==> config.mk <==
export PLATFORM = sky130hd
export DESIGN_NAME = ssh_banner_parser_core_flat
export DESIGN_NICKNAME = d
export VERILOG_FILES = /design/src/sv/sbp_pkg.sv /design/src/sv/sbp_if.sv /design/src/sv/sbp_parser.sv /design/src/sv/ssh_banner_parser_core.sv /design/src/flat_wrapper.sv
export SDC_FILE = /design/constraint.sdc
export NUM_CORES = 1
export LEC_CHECK = 0
export ABC_AREA = 1
export BUFFER_PORTS_ARGS = -buffer_cell sky130_fd_sc_hd__buf_4
export CORE_MARGIN = 3
export CORE_UTILIZATION = 60
export CTS_CLUSTER_DIAMETER = 80
export DETAILED_ROUTE_END_ITERATION = 8
export PLACE_DENSITY = 0.88
export RECOVER_POWER = 50
export SETUP_SLACK_MARGIN = 0.4
export SLEW_MARGIN = 20
export SYNTH_ARGS = -nofsm -noshare
export SYNTH_HDL_FRONTEND = slang
export SYNTH_HIERARCHICAL = 1
export SYNTH_SLANG_ARGS = --single-unit
==> constraint.sdc <==
create_clock -name clk -period 12.57 [get_ports clk]
set_clock_uncertainty 0.05 [all_clocks]
set_input_delay 1.257 -clock clk [delete_from_list [all_inputs] [get_ports clk]]
set_output_delay 1.257 -clock clk [all_outputs]
set_load 0.05 [all_outputs]
==> src/sv/sbp_pkg.sv <==
// ----------------------------------------------------------------------------
// sbp_pkg: shared types and constants of the SSH banner parser
// Byte classes, status codes, parse phase codes and the beat/result structs.
// ----------------------------------------------------------------------------
package sbp_pkg;

    // Fixed widths of the stream and result fields
    localparam int DATA_W   = 8;
    localparam int CLASS_W  = 3;
    localparam int STATUS_W = 2;
    localparam int LEN_W    = 16;
    localparam int PHASE_W  = 3;
    localparam int POS_W    = 3;

    // Defaults of the top-level parameters
    localparam int DEF_LENGTH_BITS      = 16;
    localparam int DEF_MIN_BANNER_BYTES = 8;

    // Byte classes
    localparam logic [CLASS_W-1:0] CLS_PREFIX   = 3'd0;
    localparam logic [CLASS_W-1:0] CLS_PROTO    = 3'd1;
    localparam logic [CLASS_W-1:0] CLS_SOFT     = 3'd2;
    localparam logic [CLASS_W-1:0] CLS_COMMENT  = 3'd3;
    localparam logic [CLASS_W-1:0] CLS_SEP      = 3'd4;
    localparam logic [CLASS_W-1:0] CLS_IGNORE   = 3'd5;

    // Status codes
    localparam logic [STATUS_W-1:0] ST_OK        = 2'd0;
    localparam logic [STATUS_W-1:0] ST_TRUNC     = 2'd1;
    localparam logic [STATUS_W-1:0] ST_MALFORMED = 2'd2;

    // Parse phases (field phases share their code with the byte class)
    localparam logic [PHASE_W-1:0] PH_PREFIX   = 3'd0;
    localparam logic [PHASE_W-1:0] PH_PROTO    = 3'd1;
    localparam logic [PHASE_W-1:0] PH_SOFT     = 3'd2;
    localparam logic [PHASE_W-1:0] PH_COMMENT  = 3'd3;
    localparam logic [PHASE_W-1:0] PH_LINE_OK  = 3'd4;
    localparam logic [PHASE_W-1:0] PH_LINE_BAD = 3'd5;

    // Characters
    localparam logic [DATA_W-1:0] CH_LF    = 8'h0A;
    localparam logic [DATA_W-1:0] CH_CR    = 8'h0D;
    localparam logic [DATA_W-1:0] CH_DASH  = 8'h2D;
    localparam logic [DATA_W-1:0] CH_SPACE = 8'h20;

    // Number of prefix characters
    localparam logic [POS_W-1:0] PREFIX_LEN = 3'd4;

    // Expected character at each prefix position ("SSH-")
    function automatic logic [DATA_W-1:0] prefix_char(input logic [POS_W-1:0] pos);
        logic [DATA_W-1:0] ch;
        case (pos)
            3'd0:    ch = 8'h53;
            3'd1:    ch = 8'h53;
            3'd2:    ch = 8'h48;
            3'd3:    ch = CH_DASH;
            default: ch = 8'h00;
        endcase
        return ch;
    endfunction

    // One stream beat
    typedef struct packed {
        logic [DATA_W-1:0] data_byte;
        logic              first_byte;
        logic              last_byte;
    } sbp_beat_t;

    // One result beat
    typedef struct packed {
        logic [CLASS_W-1:0]  byte_class;
        logic                decided;
        logic [STATUS_W-1:0] status;
        logic [LEN_W-1:0]    protocol_length;
        logic [LEN_W-1:0]    software_length;
        logic [LEN_W-1:0]    comment_length;
        logic [LEN_W-1:0]    consumed_length;
    } sbp_result_t;

endpackage

==> src/sv/sbp_if.sv <==
// ----------------------------------------------------------------------------
// sbp_if: stream and result channels of the SSH banner parser
// Valid/ready channels; a beat moves when valid and ready are both high.
// ----------------------------------------------------------------------------
interface sbp_stream_if
    import sbp_pkg::*;
();
    logic              valid;
    logic              ready;
    logic [DATA_W-1:0] data_byte;
    logic              first_byte;
    logic              last_byte;

    modport source (output valid, output data_byte, output first_byte,
                    output last_byte, input ready);
    modport sink   (input valid, input data_byte, input first_byte,
                    input last_byte, output ready);
endinterface

interface sbp_result_if
    import sbp_pkg::*;
();
    logic                valid;
    logic                ready;
    logic [CLASS_W-1:0]  byte_class;
    logic                decided;
    logic [STATUS_W-1:0] status;
    logic [LEN_W-1:0]    protocol_length;
    logic [LEN_W-1:0]    software_length;
    logic [LEN_W-1:0]    comment_length;
    logic [LEN_W-1:0]    consumed_length;

    modport source (output valid, output byte_class, output decided, output status,
                    output protocol_length, output software_length,
                    output comment_length, output consumed_length, input ready);
    modport sink   (input valid, input byte_class, input decided, input status,
                    input protocol_length, input software_length,
                    input comment_length, input consumed_length, output ready);
endinterface

==> src/sv/sbp_parser.sv <==
// ----------------------------------------------------------------------------
// sbp_parser: banner parse state and per-byte classification
// Holds the phase, prefix match position and saturating length counters;
// classifies one byte per enabled cycle and forms the result beat.
// ----------------------------------------------------------------------------
module sbp_parser
    import sbp_pkg::*;
#(
    parameter int LENGTH_BITS      = DEF_LENGTH_BITS,
    parameter int MIN_BANNER_BYTES = DEF_MIN_BANNER_BYTES
)(
    input  logic        clk,
    input  logic        rst_n,
    input  logic        step_en,
    input  sbp_beat_t   beat,
    output sbp_result_t res
);

    localparam logic [LENGTH_BITS-1:0] LMAX    = {LENGTH_BITS{1'b1}};
    localparam logic [LENGTH_BITS-1:0] MIN_LEN = LENGTH_BITS'(MIN_BANNER_BYTES);

    // Parse state
    logic [PHASE_W-1:0]     phase_reg, phase_next;
    logic [POS_W-1:0]       pos_reg, pos_next;
    logic                   pfail_reg, pfail_next;
    logic [LENGTH_BITS-1:0] bcount_reg, bcount_next;
    logic [LENGTH_BITS-1:0] proto_reg, proto_next;
    logic [LENGTH_BITS-1:0] soft_reg, soft_next;
    logic [LENGTH_BITS-1:0] comment_reg, comment_next;
    logic [LENGTH_BITS-1:0] line_reg, line_next;
    logic                   cr_reg, cr_next;
    logic                   lend_reg, lend_next;
    logic                   fin_reg, fin_next;

    // State as seen by this byte (a first byte restarts from reset values)
    logic [PHASE_W-1:0]     phase_c;
    logic [POS_W-1:0]       pos_c;
    logic                   pfail_c;
    logic [LENGTH_BITS-1:0] bcount_c, proto_c, soft_c, comment_c, line_c;
    logic                   cr_c, lend_c, fin_c;

    logic [1:0]             fld_inc;
    logic [LENGTH_BITS-1:0] fld_cur;
    logic [LENGTH_BITS:0]   fld_sum;
    logic [LENGTH_BITS-1:0] fld_new;
    logic [DATA_W-1:0]      b;

    assign b = beat.data_byte;

    // Restart on first byte
    always_comb
    begin
        if (beat.first_byte)
        begin
            phase_c   = PH_PREFIX;
            pos_c     = '0;
            pfail_c   = 1'b0;
            bcount_c  = '0;
            proto_c   = '0;
            soft_c    = '0;
            comment_c = '0;
            line_c    = '0;
            cr_c      = 1'b0;
            lend_c    = 1'b0;
            fin_c     = 1'b0;
        end
        else
        begin
            phase_c   = phase_reg;
            pos_c     = pos_reg;
            pfail_c   = pfail_reg;
            bcount_c  = bcount_reg;
            proto_c   = proto_reg;
            soft_c    = soft_reg;
            comment_c = comment_reg;
            line_c    = line_reg;
            cr_c      = cr_reg;
            lend_c    = lend_reg;
            fin_c     = fin_reg;
        end
    end

    // Field counter of the phase in progress
    always_comb
    begin
        case (phase_c)
            PH_PROTO:   fld_cur = proto_c;
            PH_SOFT:    fld_cur = soft_c;
            PH_COMMENT: fld_cur = comment_c;
            default:    fld_cur = '0;
        endcase
    end

    // Byte classification and next state
    always_comb
    begin
        phase_next   = phase_c;
        pos_next     = pos_c;
        pfail_next   = pfail_c;
        bcount_next  = bcount_c;
        proto_next   = proto_c;
        soft_next    = soft_c;
        comment_next = comment_c;
        line_next    = line_c;
        cr_next      = cr_c;
        lend_next    = lend_c;
        fin_next     = fin_c;
        fld_inc      = 2'd0;
        fld_sum      = '0;
        fld_new      = '0;
        res          = '0;
        res.byte_class = CLS_IGNORE;

        if (!fin_c)
        begin
            bcount_next = (bcount_c == LMAX) ? LMAX : bcount_c + 1'b1;
            if (!lend_c)
            begin
                line_next = (line_c == LMAX) ? LMAX : line_c + 1'b1;
                if (b == CH_LF)
                begin
                    lend_next = 1'b1;
                    cr_next   = 1'b0;
                    if (phase_c == PH_PREFIX || phase_c == PH_PROTO)
                        phase_next = PH_LINE_BAD;
                    else
                        phase_next = PH_LINE_OK;
                end
                else
                begin
                    // A held carriage return turned out not to end the line
                    fld_inc = {1'b0, cr_c};
                    cr_next = 1'b0;
                    if (phase_c == PH_PREFIX)
                    begin
                        if (!pfail_c)
                        begin
                            if (pos_c < PREFIX_LEN && b == prefix_char(pos_c))
                            begin
                                res.byte_class = CLS_PREFIX;
                                pos_next       = pos_c + 1'b1;
                                if (pos_c == PREFIX_LEN - 1'b1)
                                    phase_next = PH_PROTO;
                            end
                            else
                            begin
                                pfail_next = 1'b1;
                            end
                        end
                    end
                    else if (phase_c == PH_PROTO && b == CH_DASH)
                    begin
                        res.byte_class = CLS_SEP;
                        phase_next     = PH_SOFT;
                    end
                    else if (phase_c == PH_SOFT && b == CH_SPACE)
                    begin
                        res.byte_class = CLS_SEP;
                        phase_next     = PH_COMMENT;
                    end
                    else
                    begin
                        res.byte_class = phase_c;
                        if (b == CH_CR)
                            cr_next = 1'b1;
                        else
                            fld_inc = fld_inc + 2'd1;
                    end

                    // Saturating add of 0..2 to the field counter
                    fld_sum = {1'b0, fld_cur} + (LENGTH_BITS+1)'(fld_inc);
                    fld_new = fld_sum[LENGTH_BITS] ? LMAX : fld_sum[LENGTH_BITS-1:0];

                    case (phase_c)
                        PH_PROTO:   proto_next   = fld_new;
                        PH_SOFT:    soft_next    = fld_new;
                        PH_COMMENT: comment_next = fld_new;
                        default:    ;
                    endcase
                end
            end

            // Decision
            if (lend_next && bcount_next >= MIN_LEN)
            begin
                res.decided = 1'b1;
                fin_next    = 1'b1;
                if (phase_next == PH_LINE_BAD)
                begin
                    res.status = ST_MALFORMED;
                end
                else
                begin
                    res.status          = ST_OK;
                    res.protocol_length = LEN_W'(proto_next);
                    res.software_length = LEN_W'(soft_next);
                    res.comment_length  = LEN_W'(comment_next);
                    res.consumed_length = LEN_W'(line_next);
                end
            end
            else if (beat.last_byte)
            begin
                res.decided = 1'b1;
                res.status  = ST_TRUNC;
                fin_next    = 1'b1;
            end
        end
    end

    // State registers
    always_ff @(posedge clk or negedge rst_n)
    begin
        if (!rst_n)
        begin
            phase_reg   <= PH_PREFIX;
            pos_reg     <= '0;
            pfail_reg   <= 1'b0;
            bcount_reg  <= '0;
            proto_reg   <= '0;
            soft_reg    <= '0;
            comment_reg <= '0;
            line_reg    <= '0;
            cr_reg      <= 1'b0;
            lend_reg    <= 1'b0;
            fin_reg     <= 1'b0;
        end
        else if (step_en)
        begin
            phase_reg   <= phase_next;
            pos_reg     <= pos_next;
            pfail_reg   <= pfail_next;
            bcount_reg  <= bcount_next;
            proto_reg   <= proto_next;
            soft_reg    <= soft_next;
            comment_reg <= comment_next;
            line_reg    <= line_next;
            cr_reg      <= cr_next;
            lend_reg    <= lend_next;
            fin_reg     <= fin_next;
        end
    end

endmodule

==> src/sv/ssh_banner_parser_core.sv <==
// ----------------------------------------------------------------------------
// ssh_banner_parser_core: SSH identification line parser
// Classifies stream bytes and reports banner status and field lengths.
// ----------------------------------------------------------------------------
// Usage:
//   stream : one beat per stream byte (data_byte, first_byte, last_byte).
//            first_byte restarts parsing at that byte; last_byte marks the
//            end of the available data.
//   result : exactly one beat per stream beat, in order. byte_class tags the
//            byte; decided=1 on the beat that settles the banner, carrying
//            status and, if OK, protocol, software, comment, line lengths.
//   Path:    a stream beat passes the input register, then the parse step
//            into the result register.
//   Throughput: one byte per cycle while result is not stalled; the parse
//            state update is byte compares and saturating counter increments.
//   Reset: parse state returns to prefix matching, both pipeline registers
//            empty. When result is stalled the input register and result
//            register hold; stream.ready drops only when both are full.
// ----------------------------------------------------------------------------
module ssh_banner_parser_core
    import sbp_pkg::*;
#(
    parameter int LENGTH_BITS      = DEF_LENGTH_BITS,
    parameter int MIN_BANNER_BYTES = DEF_MIN_BANNER_BYTES
)(
    input  logic          clk,
    input  logic          rst_n,
    sbp_stream_if.sink    stream,
    sbp_result_if.source  result
);

    sbp_beat_t   in_reg;
    logic        in_valid_reg;
    sbp_result_t res_reg;
    logic        res_valid_reg;
    sbp_result_t step_res;
    logic        advance;
    logic        step_en;

    // Pipeline control
    assign advance      = !res_valid_reg || result.ready;
    assign step_en      = in_valid_reg && advance;
    assign stream.ready = !in_valid_reg || advance;

    // Input register
    always_ff @(posedge clk or negedge rst_n)
    begin
        if (!rst_n)
            in_valid_reg <= 1'b0;
        else if (stream.valid && stream.ready)
            in_valid_reg <= 1'b1;
        else if (advance)
            in_valid_reg <= 1'b0;
    end

    always_ff @(posedge clk)
    begin
        if (stream.valid && stream.ready)
        begin
            in_reg.data_byte  <= stream.data_byte;
            in_reg.first_byte <= stream.first_byte;
            in_reg.last_byte  <= stream.last_byte;
        end
    end

    // Parse step
    sbp_parser #(
        .LENGTH_BITS      (LENGTH_BITS),
        .MIN_BANNER_BYTES (MIN_BANNER_BYTES)
    ) u_parser (
        .clk     (clk),
        .rst_n   (rst_n),
        .step_en (step_en),
        .beat    (in_reg),
        .res     (step_res)
    );

    // Result register
    always_ff @(posedge clk or negedge rst_n)
    begin
        if (!rst_n)
            res_valid_reg <= 1'b0;
        else if (advance)
            res_valid_reg <= in_valid_reg;
    end

    always_ff @(posedge clk)
    begin
        if (step_en)
            res_reg <= step_res;
    end

    assign result.valid           = res_valid_reg;
    assign result.byte_class      = res_reg.byte_class;
    assign result.decided         = res_reg.decided;
    assign result.status          = res_reg.status;
    assign result.protocol_length = res_reg.protocol_length;
    assign result.software_length = res_reg.software_length;
    assign result.comment_length  = res_reg.comment_length;
    assign result.consumed_length = res_reg.consumed_length;

    // Checks
    a_err_no_len: assert property (@(posedge clk) disable iff (!rst_n)
        result.valid && result.decided && result.status != ST_OK
        |-> result.consumed_length == '0 && result.protocol_length == '0)
        else $error("error status with nonzero lengths");

    a_undecided_clear: assert property (@(posedge clk) disable iff (!rst_n)
        result.valid && !result.decided
        |-> result.status == ST_OK && result.consumed_length == '0)
        else $error("undecided beat carries status or length");

    a_stall_full: assert property (@(posedge clk) disable iff (!rst_n)
        !stream.ready |-> in_valid_reg && res_valid_reg && !result.ready)
        else $error("stream stalled with room in the pipeline");

    a_step_fills: assert property (@(posedge clk) disable iff (!rst_n)
        step_en |=> res_valid_reg)
        else $error("parse step lost its result");

endmodule
==> src/flat_wrapper.sv <==
// flat-port wrapper written by rule: the top's interface ports become plain ports
module ssh_banner_parser_core_flat import sbp_pkg::*;
#(
    parameter int LENGTH_BITS      = DEF_LENGTH_BITS,
    parameter int MIN_BANNER_BYTES = DEF_MIN_BANNER_BYTES
)
  (clk, rst_n, stream_valid, stream_data_byte, stream_first_byte, stream_last_byte, stream_ready, result_valid, result_byte_class, result_decided, result_status, result_protocol_length, result_software_length, result_comment_length, result_consumed_length, result_ready);
  sbp_stream_if stream_i ();
  sbp_result_if result_i ();
  input  logic clk;
  input  logic rst_n;
  input wire logic [$bits(stream_i.valid)-1:0] stream_valid;
  input wire logic [$bits(stream_i.data_byte)-1:0] stream_data_byte;
  input wire logic [$bits(stream_i.first_byte)-1:0] stream_first_byte;
  input wire logic [$bits(stream_i.last_byte)-1:0] stream_last_byte;
  output wire logic [$bits(stream_i.ready)-1:0] stream_ready;
  output wire logic [$bits(result_i.valid)-1:0] result_valid;
  output wire logic [$bits(result_i.byte_class)-1:0] result_byte_class;
  output wire logic [$bits(result_i.decided)-1:0] result_decided;
  output wire logic [$bits(result_i.status)-1:0] result_status;
  output wire logic [$bits(result_i.protocol_length)-1:0] result_protocol_length;
  output wire logic [$bits(result_i.software_length)-1:0] result_software_length;
  output wire logic [$bits(result_i.comment_length)-1:0] result_comment_length;
  output wire logic [$bits(result_i.consumed_length)-1:0] result_consumed_length;
  input wire logic [$bits(result_i.ready)-1:0] result_ready;
  assign stream_i.valid = stream_valid;
  assign stream_i.data_byte = stream_data_byte;
  assign stream_i.first_byte = stream_first_byte;
  assign stream_i.last_byte = stream_last_byte;
  assign stream_ready = stream_i.ready;
  assign result_valid = result_i.valid;
  assign result_byte_class = result_i.byte_class;
  assign result_decided = result_i.decided;
  assign result_status = result_i.status;
  assign result_protocol_length = result_i.protocol_length;
  assign result_software_length = result_i.software_length;
  assign result_comment_length = result_i.comment_length;
  assign result_consumed_length = result_i.consumed_length;
  assign result_i.ready = result_ready;
  ssh_banner_parser_core #(.LENGTH_BITS(LENGTH_BITS), .MIN_BANNER_BYTES(MIN_BANNER_BYTES)) u_core (.clk(clk), .rst_n(rst_n), .stream(stream_i), .result(result_i));
endmodule
==> results of run 1 <==
==> cell type report <==
| class | count | area share |
|---|---|---|
| multi-input cells | 947 | 0.408 |
| well taps | 216 | 0.0243 |
| inverters | 151 | 0.0514 |
| flip-flops and latches | 172 | 0.423 |
| repair buffers | 96 | 0.0412 |
| clock inverters | 14 | 0.0120 |
| clock buffers | 18 | 0.0395 |
==> path summary, 6_finish.rpt <==
check,from,endpoint,slack (ns)
hold / removal,u_core/u_parser/line_reg[1],u_core/u_parser/line_reg[1],0.44
setup / recovery,rst_n,u_core/u_parser/comment_reg[11],6.87
max in group clk,u_core/in_reg[1],u_core/result.comment_length[2],7.97
setup reg to reg,u_core/in_reg[1],u_core/result.comment_length[2],7.97
min in group asynchronous,rst_n,u_core/in_valid_reg,1.00
hold reg to reg,u_core/u_parser/line_reg[1],u_core/u_parser/line_reg[1],0.44
==> kinds of logic (layout without fill, tap and decap cells) <==
logic type / count (synthesis) / count (layout) / synth area share
buf+inv: 208 / 279 / 0.0871
fa+ha+maj: 9 / 9 / 0.0119
flops: 172 / 172 / 0.466
xor+xnor: 27 / 27 / 0.0234
simple gates: 724 / 724 / 0.309
mux: 1 / 1 / 0.000991
compound gates: 186 / 186 / 0.102
==> per-stage QoR <==
stage	std cells	worst slack, ns	hold slack (ns)	power (mW)	instance area, um2
after floorplan	1327	6.35	0.399	1.13	10100
after global placement	1582	8.23	0.415	1.23	10800
after detailed placement	1582	8.08	0.420	1.25	10800
after CTS	1614	8.07	0.438	1.77	11400
after global routing	1614	5.97	0.465	1.85	11100
final	1614	6.87	0.436	1.76	11100
==> per-layer routing <==
| layer | GRT usage | part of all wire |
|---|---|---|
| met5 | 0 | 0 |
| met2 | 0.467 | 0.45 |
| met1 | 0.428 | 0.41 |
| met4 | 0.111 | 0.028 |
| met3 | 0.0654 | 0.11 |
==> power groups by stage <==
stage,clock [mW],sequential [mW],combinational (mW)
2_1_floorplan,0,0.818,0.308
3_3_place_gp,0,0.768,0.466
3_5_place_dp,0,0.772,0.481
4_1_cts,0.519,0.762,0.488
5_1_grt,0.545,0.774,0.533
6_report,0.514,0.766,0.479
==> tightest hold or removal path, cell delays in order (launching register included) <==
cell and delay, ns:
dfrtp_1 0.34, nand2_1 0.05, o21ai_0 0.06
==> cell usage after synthesis, types with 6 or more instances <==
cell type	n
nand2_1	381
xor2_1	19
nor3_1	11
inv_1	141
edfxtp_1	80
xnor2_1	8
nand3_2	6
o22ai_1	23
clkbuf_1	38
nand3_1	91
buf_6	11
nor2_2	11
o21ai_0	42
o21ai_1	18
a21oi_1	73
inv_2	7
a31oi_1	11
ha_1	8
dfrtp_1	92
nand2_2	7
nor2_1	172
nand4_1	26
==> flow_metrics.env, run 1 <==
export IMPL_outcome="complete, but fails checks"
export IMPL_violations="max-capacitance violations, max-slew violations"
export IMPL_fillers=1349
export IMPL_core_area_um2=16200
export IMPL_postSynthCellCount=1327
export IMPL_cts_root_buffer="clkbuf_16"
export IMPL_crit_buf_inv=2
export IMPL_vias=9473
export IMPL_ys_types=46
export IMPL_crit_slowest_cell="clkbuf_1"
export IMPL_power_static_leakage_nw=4.92
export IMPL_tns_ns=0
export IMPL_seq_power_share=0.435
export IMPL_hold_buffers=0
export IMPL_switching_share=0.368
export IMPL_worstSetupPathType="input pin to async pin"
export IMPL_grt_usage=0.304
export IMPL_p_per_area_nw_per_um2=158
export IMPL_io_pins=86
export IMPL_drt_iter0_markers=1308
export IMPL_crit_fanout=73
export IMPL_critical_path_endpoint_type="async pin"
export IMPL_grt_start_max_net_pins=74
export IMPL_grt_pass1_wl_mm=44.4
export IMPL_finalMaxSlewViolations=108
export IMPL_synth_edf_count=80
export IMPL_irDropWorstVdd_mv=0.0997
export IMPL_initial_core_util=0.624
export IMPL_clk_latency_ns=0.43
export IMPL_period_share=0.453
export IMPL_gp_congestion=0.978
export IMPL_die_x_um=136
export IMPL_fmax_mhz=175
export IMPL_intPower_mw=1.11
export IMPL_path_depth=2
export IMPL_p_clk_frac=0.292
export IMPL_synth_area_leaders="edfxtp_1 (24%), dfrtp_1 (23%), nand2_1 (14%)"
export IMPL_seq_area_um2=4700
export IMPL_finalHoldViolCount=0
export IMPL_rsz0062_at_grt="false"
export IMPL_rr_worst_depth=23
export IMPL_antenna_found_initial=0
export IMPL_worst_pin_slew_ns=4.23
export IMPL_chipHeight_um=136
export IMPL_drc=0
export IMPL_ys_seq_elements=172
export IMPL_dp_hpwl_mm=17.9
export IMPL_n_antenna_cell=0
export IMPL_finalSetupViolations=0
export IMPL_min_path_type="flop to flop"
export IMPL_cts_max_level=4
export IMPL_cts_tree="built"
export IMPL_dieArea_um2=18400
export IMPL_synth_top_cell_by_area="edfxtp_1"
export IMPL_syn_area_um2=10100
export IMPL_startpoint_type="input pin"
export IMPL_ys_async_sr_fraction=0.535
export IMPL_portBuffers=85
export IMPL_final_cell_mix="nand2_1 (381), nor2_1 (171), inv_1 (142)"
export IMPL_via_per_inst=5.87
export IMPL_layout_commonest_cell="nand2_1"
export IMPL_critical_path_cell_chain="clkbuf_1 > clkbuf_1"
export IMPL_drive_above_1_share=0.0744
export IMPL_synth_avg_cell_area_um2=7.61
export IMPL_post_cts_buffers=0
export IMPL_yosysSeqAreaShare=0.466
export IMPL_grt_pass1_vias=8902
export IMPL_fin_util=0.687
export IMPL_crit_arrival_ns=5.20
export IMPL_drtAntennaViolNets=0
export IMPL_p_sw_uw=647
export IMPL_period_needed_ns=5.70
export IMPL_cts_sinks=172
export IMPL_yosys_warnings=6
export IMPL_max_stage_delay_ns=3.03
export IMPL_cpMostUsedCell="clkbuf_1"
export IMPL_ys_flop_type="dfrtp_1"
export IMPL_cts_max_path_buffers=2
export IMPL_detail_route_first_pass_iterations=6
export IMPL_cts_buffers=17
export IMPL_post_cts_resized=0
export IMPL_multiInputGateArea_um2=4530
export IMPL_fin_nets=1408
export IMPL_comb_power_share=0.272
export IMPL_clkTransAtPathRegs_ns=0.07
export IMPL_hold_depth=2
export IMPL_max_slew_margin=-1.82
export IMPL_cp_top_family="buffers and inverters"
export IMPL_syn_num_nets=1350
export IMPL_drt_total_wl_mm=27.3
export IMPL_gr_total_overflow=0
export IMPL_wl_per_cell_um=16.9
export IMPL_crit_required_ns=12.07
export IMPL_maxCapViolCount=2
export IMPL_syn2layout_area_growth_pct=10.0
export IMPL_num_rows=46
export IMPL_yosysTopAreaCellShare=0.238
Power figures use the tool's default switching activity.
==> inputs of run 2 (changes only) <==
--- a/config.mk
+++ b/config.mk
@@ -8,10 +8,10 @@
 export ABC_AREA = 1
 export BUFFER_PORTS_ARGS = -buffer_cell sky130_fd_sc_hd__buf_4
 export CORE_MARGIN = 3
-export CORE_UTILIZATION = 60
+export CORE_UTILIZATION = 55
 export CTS_CLUSTER_DIAMETER = 80
 export DETAILED_ROUTE_END_ITERATION = 8
-export PLACE_DENSITY = 0.88
+export PLACE_DENSITY = 0.85
 export RECOVER_POWER = 50
 export SETUP_SLACK_MARGIN = 0.4
 export SLEW_MARGIN = 20
==> constraint.sdc (replaced) <==
create_clock -name clk -period 4.8 [get_ports clk]
set_clock_uncertainty 0.05 [all_clocks]
set_input_delay 0.48 -clock clk [delete_from_list [all_inputs] [get_ports clk]]
set_output_delay 0.48 -clock clk [all_outputs]
set_load 0.05 [all_outputs]
==> flow_metrics.env, run 2 (same netlist as run 1, synthesis figures left out) <==
export IMPL_crit_arrival_ns=4.14
export IMPL_dieArea_um2=20000
export IMPL_cts_max_path_buffers=2
export IMPL_drt_total_wl_mm=27.7
export IMPL_layout_setup_ws_ns=0.768
export IMPL_grt_pass1_wl_mm=44.5
export IMPL_drtAntennaViolNets=0
export IMPL_rsz0062_at_grt="false"
export IMPL_grt_usage=0.277
export IMPL_finalPower_mw=4.53
export IMPL_cts_max_level=4
export IMPL_chipHeight_um=142
export IMPL_cts_root_buffer="clkbuf_16"
export IMPL_preCtsSetupSlack_ns=0.705
export IMPL_fmax_mhz=248
export IMPL_period_needed_ns=4.03
export IMPL_n_antenna_cell=0
export IMPL_power_static_leakage_nw=4.93
export IMPL_dp_hpwl_mm=18.2
export IMPL_final_cell_mix="nand2_1 (381), nor2_1 (171), inv_1 (141)"
export IMPL_initial_core_util=0.572
export IMPL_drc=0
export IMPL_layout_commonest_cell="nand2_1"
export IMPL_wl_per_cell_um=17.0
export IMPL_fin_util=0.629
export IMPL_vias=9457
export IMPL_maxCapViolCount=2
export IMPL_period_share=0.840
export IMPL_finalHoldViolCount=0
export IMPL_gp_congestion=0.973
export IMPL_worst_pin_slew_ns=3.26
export IMPL_worstSetupPathType="flop to flop"
export IMPL_tns_ns=0
export IMPL_fin_nets=1412
export IMPL_clk_latency_ns=0.43
export IMPL_startpoint_type="flop"
export IMPL_p_per_area_nw_per_um2=408
export IMPL_gr_total_overflow=0
export IMPL_core_area_um2=17700
export IMPL_die_x_um=142
export IMPL_portBuffers=85
export IMPL_clkTransAtPathRegs_ns=0.07
export IMPL_outcome="complete, but fails checks"
export IMPL_detail_route_first_pass_iterations=6
export IMPL_cts_sinks=172
export IMPL_num_rows=48
export IMPL_io_pins=86
export IMPL_syn2layout_area_growth_pct=10.0
export IMPL_drive_above_1_share=0.0735
export IMPL_min_path_type="input pin to flop"
export IMPL_crit_fanout=37
export IMPL_timing_hold_ws_ns=0.191
export IMPL_cts_buffers=17
export IMPL_max_slew_margin=-1.17
export IMPL_grt_start_max_net_pins=87
export IMPL_irDropWorstVdd_mv=0.266
export IMPL_finalSetupViolations=0
export IMPL_crit_required_ns=4.91
export IMPL_drt_iter0_markers=1106
export IMPL_critical_path_endpoint_type="flop"
export IMPL_cts_tree="built"
export IMPL_antenna_found_initial=0
export IMPL_finalMaxSlewViolations=145
export IMPL_via_per_inst=5.81
export IMPL_violations="max-capacitance violations, max-slew violations"
export IMPL_grt_pass1_vias=8721
[run 2: final cells by class]
| type | count | area, um2 |
|---|---|---|
| clock buffers | 20 | 447 |
| clock inverters | 12 | 90.1 |
| fillers | 1610 | 6540 |
| inverters | 151 | 581 |
| multi-input cells | 947 | 4520 |
| flip-flops and latches | 172 | 4700 |
| well taps | 225 | 282 |
| repair buffers | 100 | 488 |
[run 2: final timing paths]
| path | startpoint | to | slack, ns | cells after the start |
|---|---|---|---|---|
| worst min register to register | u_core/u_parser/comment_reg[7] | u_core/u_parser/comment_reg[7] | 0.44 | 2 |
| worst max-delay path | u_core/in_reg[1] | u_core/result.protocol_length[14] | 0.77 | 22 |
| min in group asynchronous | rst_n | u_core/u_parser/bcount_reg[12] | 1.08 | 1 |
| worst max register to register | u_core/in_reg[1] | u_core/result.protocol_length[14] | 0.77 | 22 |
| max in group asynchronous | rst_n | u_core/u_parser/comment_reg[9] | 1.35 | 2 |
| worst min-delay path | stream_data_byte[5] | u_core/in_reg[7] | 0.19 | 1 |
[run 2: power by group]
group          switching (mW)  total [mW]  internal [mW]
Combinational           0.903        1.25          0.347
Clock                   0.596        1.28          0.680
Sequential              0.177        2.00           1.83
Total                    1.68        4.53           2.86
[run 2: per-stage QoR]
stage	instance area (um2)	instances
global route	11100	1627
detailed placement	10800	1594
finish	11100	1627
floorplan	10100	1327
global placement	10800	1594
CTS	11400	1626
[run 2: worst max-delay path: stages, from the launching register on]
cell	delay (ns)
edfxtp_1	0.41
bufinv_8	0.38
nand2_1	0.13
inv_2	0.21
nand2_1	0.19
inv_2	0.14
nand3_1	0.11
nand3_1	0.18
nand2_1	0.07
nand2_1	0.08
ha_1	0.16
inv_1	0.05
fa_1	0.40
inv_1	0.12
nand3_1	0.15
nor2_1	0.28
nand3_1	0.11
nand2_1	0.07
nand3_1	0.15
nand2_1	0.10
nand2_1	0.05
nand2_1	0.09
nor2_1	0.06
[run 2: layer usage]
layer  vias to the layer above  track usage  routed length, um
li1                       4451            -                  -
met2                       546        0.417              12300
met1                      4405        0.407              12000
met3                        55       0.0516               2800
met4                         0       0.0914                578
met5                         -            0                  0
[run 2: repair_timing]
| item | in CTS | in global routing |
|---|---|---|
| gates resized for setup | 0 | 4 |
| setup endpoints to repair | 0 | 53 |
| hold buffers | 0 | 0 |
| buffers inserted | 0 | 1 |
==> inputs of run 3 (changes only) <==
--- a/config.mk
+++ b/config.mk
@@ -8,10 +8,10 @@
 export ABC_AREA = 1
 export BUFFER_PORTS_ARGS = -buffer_cell sky130_fd_sc_hd__buf_4
 export CORE_MARGIN = 3
-export CORE_UTILIZATION = 55
+export CORE_UTILIZATION = 60
 export CTS_CLUSTER_DIAMETER = 80
 export DETAILED_ROUTE_END_ITERATION = 8
-export PLACE_DENSITY = 0.85
+export PLACE_DENSITY = 0.88
 export RECOVER_POWER = 50
 export SETUP_SLACK_MARGIN = 0.4
 export SLEW_MARGIN = 20
==> constraint.sdc (replaced) <==
create_clock -name clk -period 3.8 [get_ports clk]
set_clock_uncertainty 0.05 [all_clocks]
set_input_delay 0.38 -clock clk [delete_from_list [all_inputs] [get_ports clk]]
set_output_delay 0.38 -clock clk [all_outputs]
set_load 0.05 [all_outputs]
==> flow_metrics.env, run 3 (same netlist as run 1, synthesis figures left out) <==
export IMPL_min_path_type="input pin to flop"
export IMPL_critical_path_endpoint_type="flop"
export IMPL_die_x_um=136
export IMPL_crit_required_ns=3.93
export IMPL_grt_pass1_wl_mm=44.6
export IMPL_cts_root_buffer="clkbuf_16"
export IMPL_tns_ns=0
export IMPL_crit_fanout=20
export IMPL_crit_buf_inv=5
export IMPL_final_cells=1645
export IMPL_drt_total_wl_mm=28.0
export IMPL_period_share=0.858
export IMPL_chipHeight_um=136
export IMPL_rsz0062_at_grt="false"
export IMPL_gp_congestion=1.04
export IMPL_placedCellCount=1598
export IMPL_wl_per_cell_um=17.0
export IMPL_portBuffers=85
export IMPL_worstSetupPathType="flop to flop"
export IMPL_cts_tree="built"
export IMPL_violations="max-capacitance violations, max-slew violations"
export IMPL_layout_commonest_cell="nand2_1"
export IMPL_drc=0
export IMPL_num_rows=46
export IMPL_detail_route_first_pass_iterations=6
export IMPL_fmax_mhz=307
export IMPL_critical_path_cell_chain="buf_4 > buf_4 > nor2_1 > ha_2 > nand2_1 > nor3_4 > buf_4 > nand2_1 > xor2_2 > nand3_1 > nor2_1 > nand3_2 > nand2_2 > inv_2 > nand2_4 > buf_8 > nor2_1"
export IMPL_clkTransAtPathRegs_ns=0.07
export IMPL_finalSetupViolations=0
export IMPL_vias=9695
export IMPL_drive_above_1_share=0.107
export IMPL_period_needed_ns=3.26
export IMPL_grt_pass1_vias=8928
export IMPL_drt_iter0_markers=1452
export IMPL_drtAntennaViolNets=0
export IMPL_n_antenna_cell=0
export IMPL_cts_max_path_buffers=2
export IMPL_cp_top_family="simple AND/OR/NAND/NOR gates"
export IMPL_grt_usage=0.306
export IMPL_fin_nets=1440
export IMPL_power_static_leakage_nw=5.11
export IMPL_via_per_inst=5.89
export IMPL_grt_start_max_net_pins=87
export IMPL_cts_max_level=4
export IMPL_finalHoldViolCount=0
export IMPL_gr_total_overflow=0
export IMPL_crit_slowest_cell="edfxtp_1"
export IMPL_p_per_area_nw_per_um2=508
export IMPL_clk_latency_ns=0.43
export IMPL_crit_arrival_ns=3.39
export IMPL_worst_pin_slew_ns=2.60
export IMPL_cts_sinks=172
export IMPL_antenna_found_initial=0
export IMPL_maxCapViolCount=2
export IMPL_irDropWorstVdd_mv=0.350
export IMPL_cts_buffers=17
export IMPL_initial_core_util=0.624
export IMPL_outcome="complete, but fails checks"
export IMPL_io_pins=86
export IMPL_max_slew_margin=-0.733
export IMPL_dieArea_um2=18400
export IMPL_finalMaxSlewViolations=129
export IMPL_max_stage_delay_ns=0.44
export IMPL_dp_hpwl_mm=18.6
export IMPL_final_cell_mix="nand2_1 (374), nor2_1 (167), inv_1 (138)"
export IMPL_syn2layout_area_growth_pct=13.6
export IMPL_core_area_um2=16200
export IMPL_startpoint_type="flop"
[run 3: final timing paths]
path,start,endpoint,slack (ns),cells past startpoint
min in group asynchronous,rst_n,u_core/u_parser/bcount_reg[2],1.25,2
max in group asynchronous,rst_n,u_core/u_parser/phase_reg[0],0.78,2
max reg2reg,u_core/in_reg[1],u_core/result.comment_length[14],0.54,17
max,u_core/in_reg[1],u_core/result.comment_length[14],0.54,17
min reg2reg,u_core/u_parser/comment_reg[9],u_core/u_parser/comment_reg[9],0.44,2
min,stream_data_byte[3],u_core/in_reg[5],0.09,1
[run 3: final cells by class]
type,instances,area [um2]
clock buffer,18,439
clock inverter,13,118
fill,1331,4700
inverter,151,572
multi-input combinational,947,4660
sequential,172,4710
tap,216,270
timing repair buffer,128,714
[run 3: what timing repair did]
item	CTS	global route
resized for setup	6	34
endpoints found under the hold margin	39	0
buffers inserted	5	10
pin swaps	1	6
endpoints found under the setup margin	94	112
hold buffers	1	0
cloned	0	0
[run 3: routing by layer]
metal | wire (um) | GRT usage | vias up
li1 | - | - | 4513
met1 | 11500 | 0.442 | 4411
met2 | 12500 | 0.465 | 699
met3 | 3420 | 0.0695 | 72
met4 | 666 | 0.0890 | 0
met5 | 0 | 0 | -
[run 3: power breakdown]
| part | internal (mW) | leakage, nW | switching, mW |
|---|---|---|---|
| logic | 0.468 | 2.88 | 1.17 |
| clock network | 0.920 | 0.272 | 0.741 |
| registers | 2.31 | 1.96 | 0.222 |
| total | 3.70 | 5.11 | 2.13 |
[run 3: worst register-to-register path: cells and delay by family, from the launching register on]
| kind | cells | cell delay, ns |
|---|---|---|
| flops | 1 | 0.44 |
| xor+xnor | 1 | 0.18 |
| fa+ha+maj | 1 | 0.23 |
| simple gates | 10 | 1.32 |
| buf+inv | 5 | 0.80 |
[run 3: per-stage QoR]
stage,power (mW),cell area (um2),hold slack (ns),setup slack (ns),utilization
2_1_floorplan,3.72,10100,0.0344,0.418,-
3_3_place_gp,4.11,10900,0.367,0.283,0.676
3_5_place_dp,4.17,10900,0.374,0.186,0.676
4_1_cts,5.83,11600,0.0634,0.428,0.715
5_1_grt,6.14,11500,0.0873,0.327,0.710
6_report,5.83,11500,0.0925,0.540,0.710
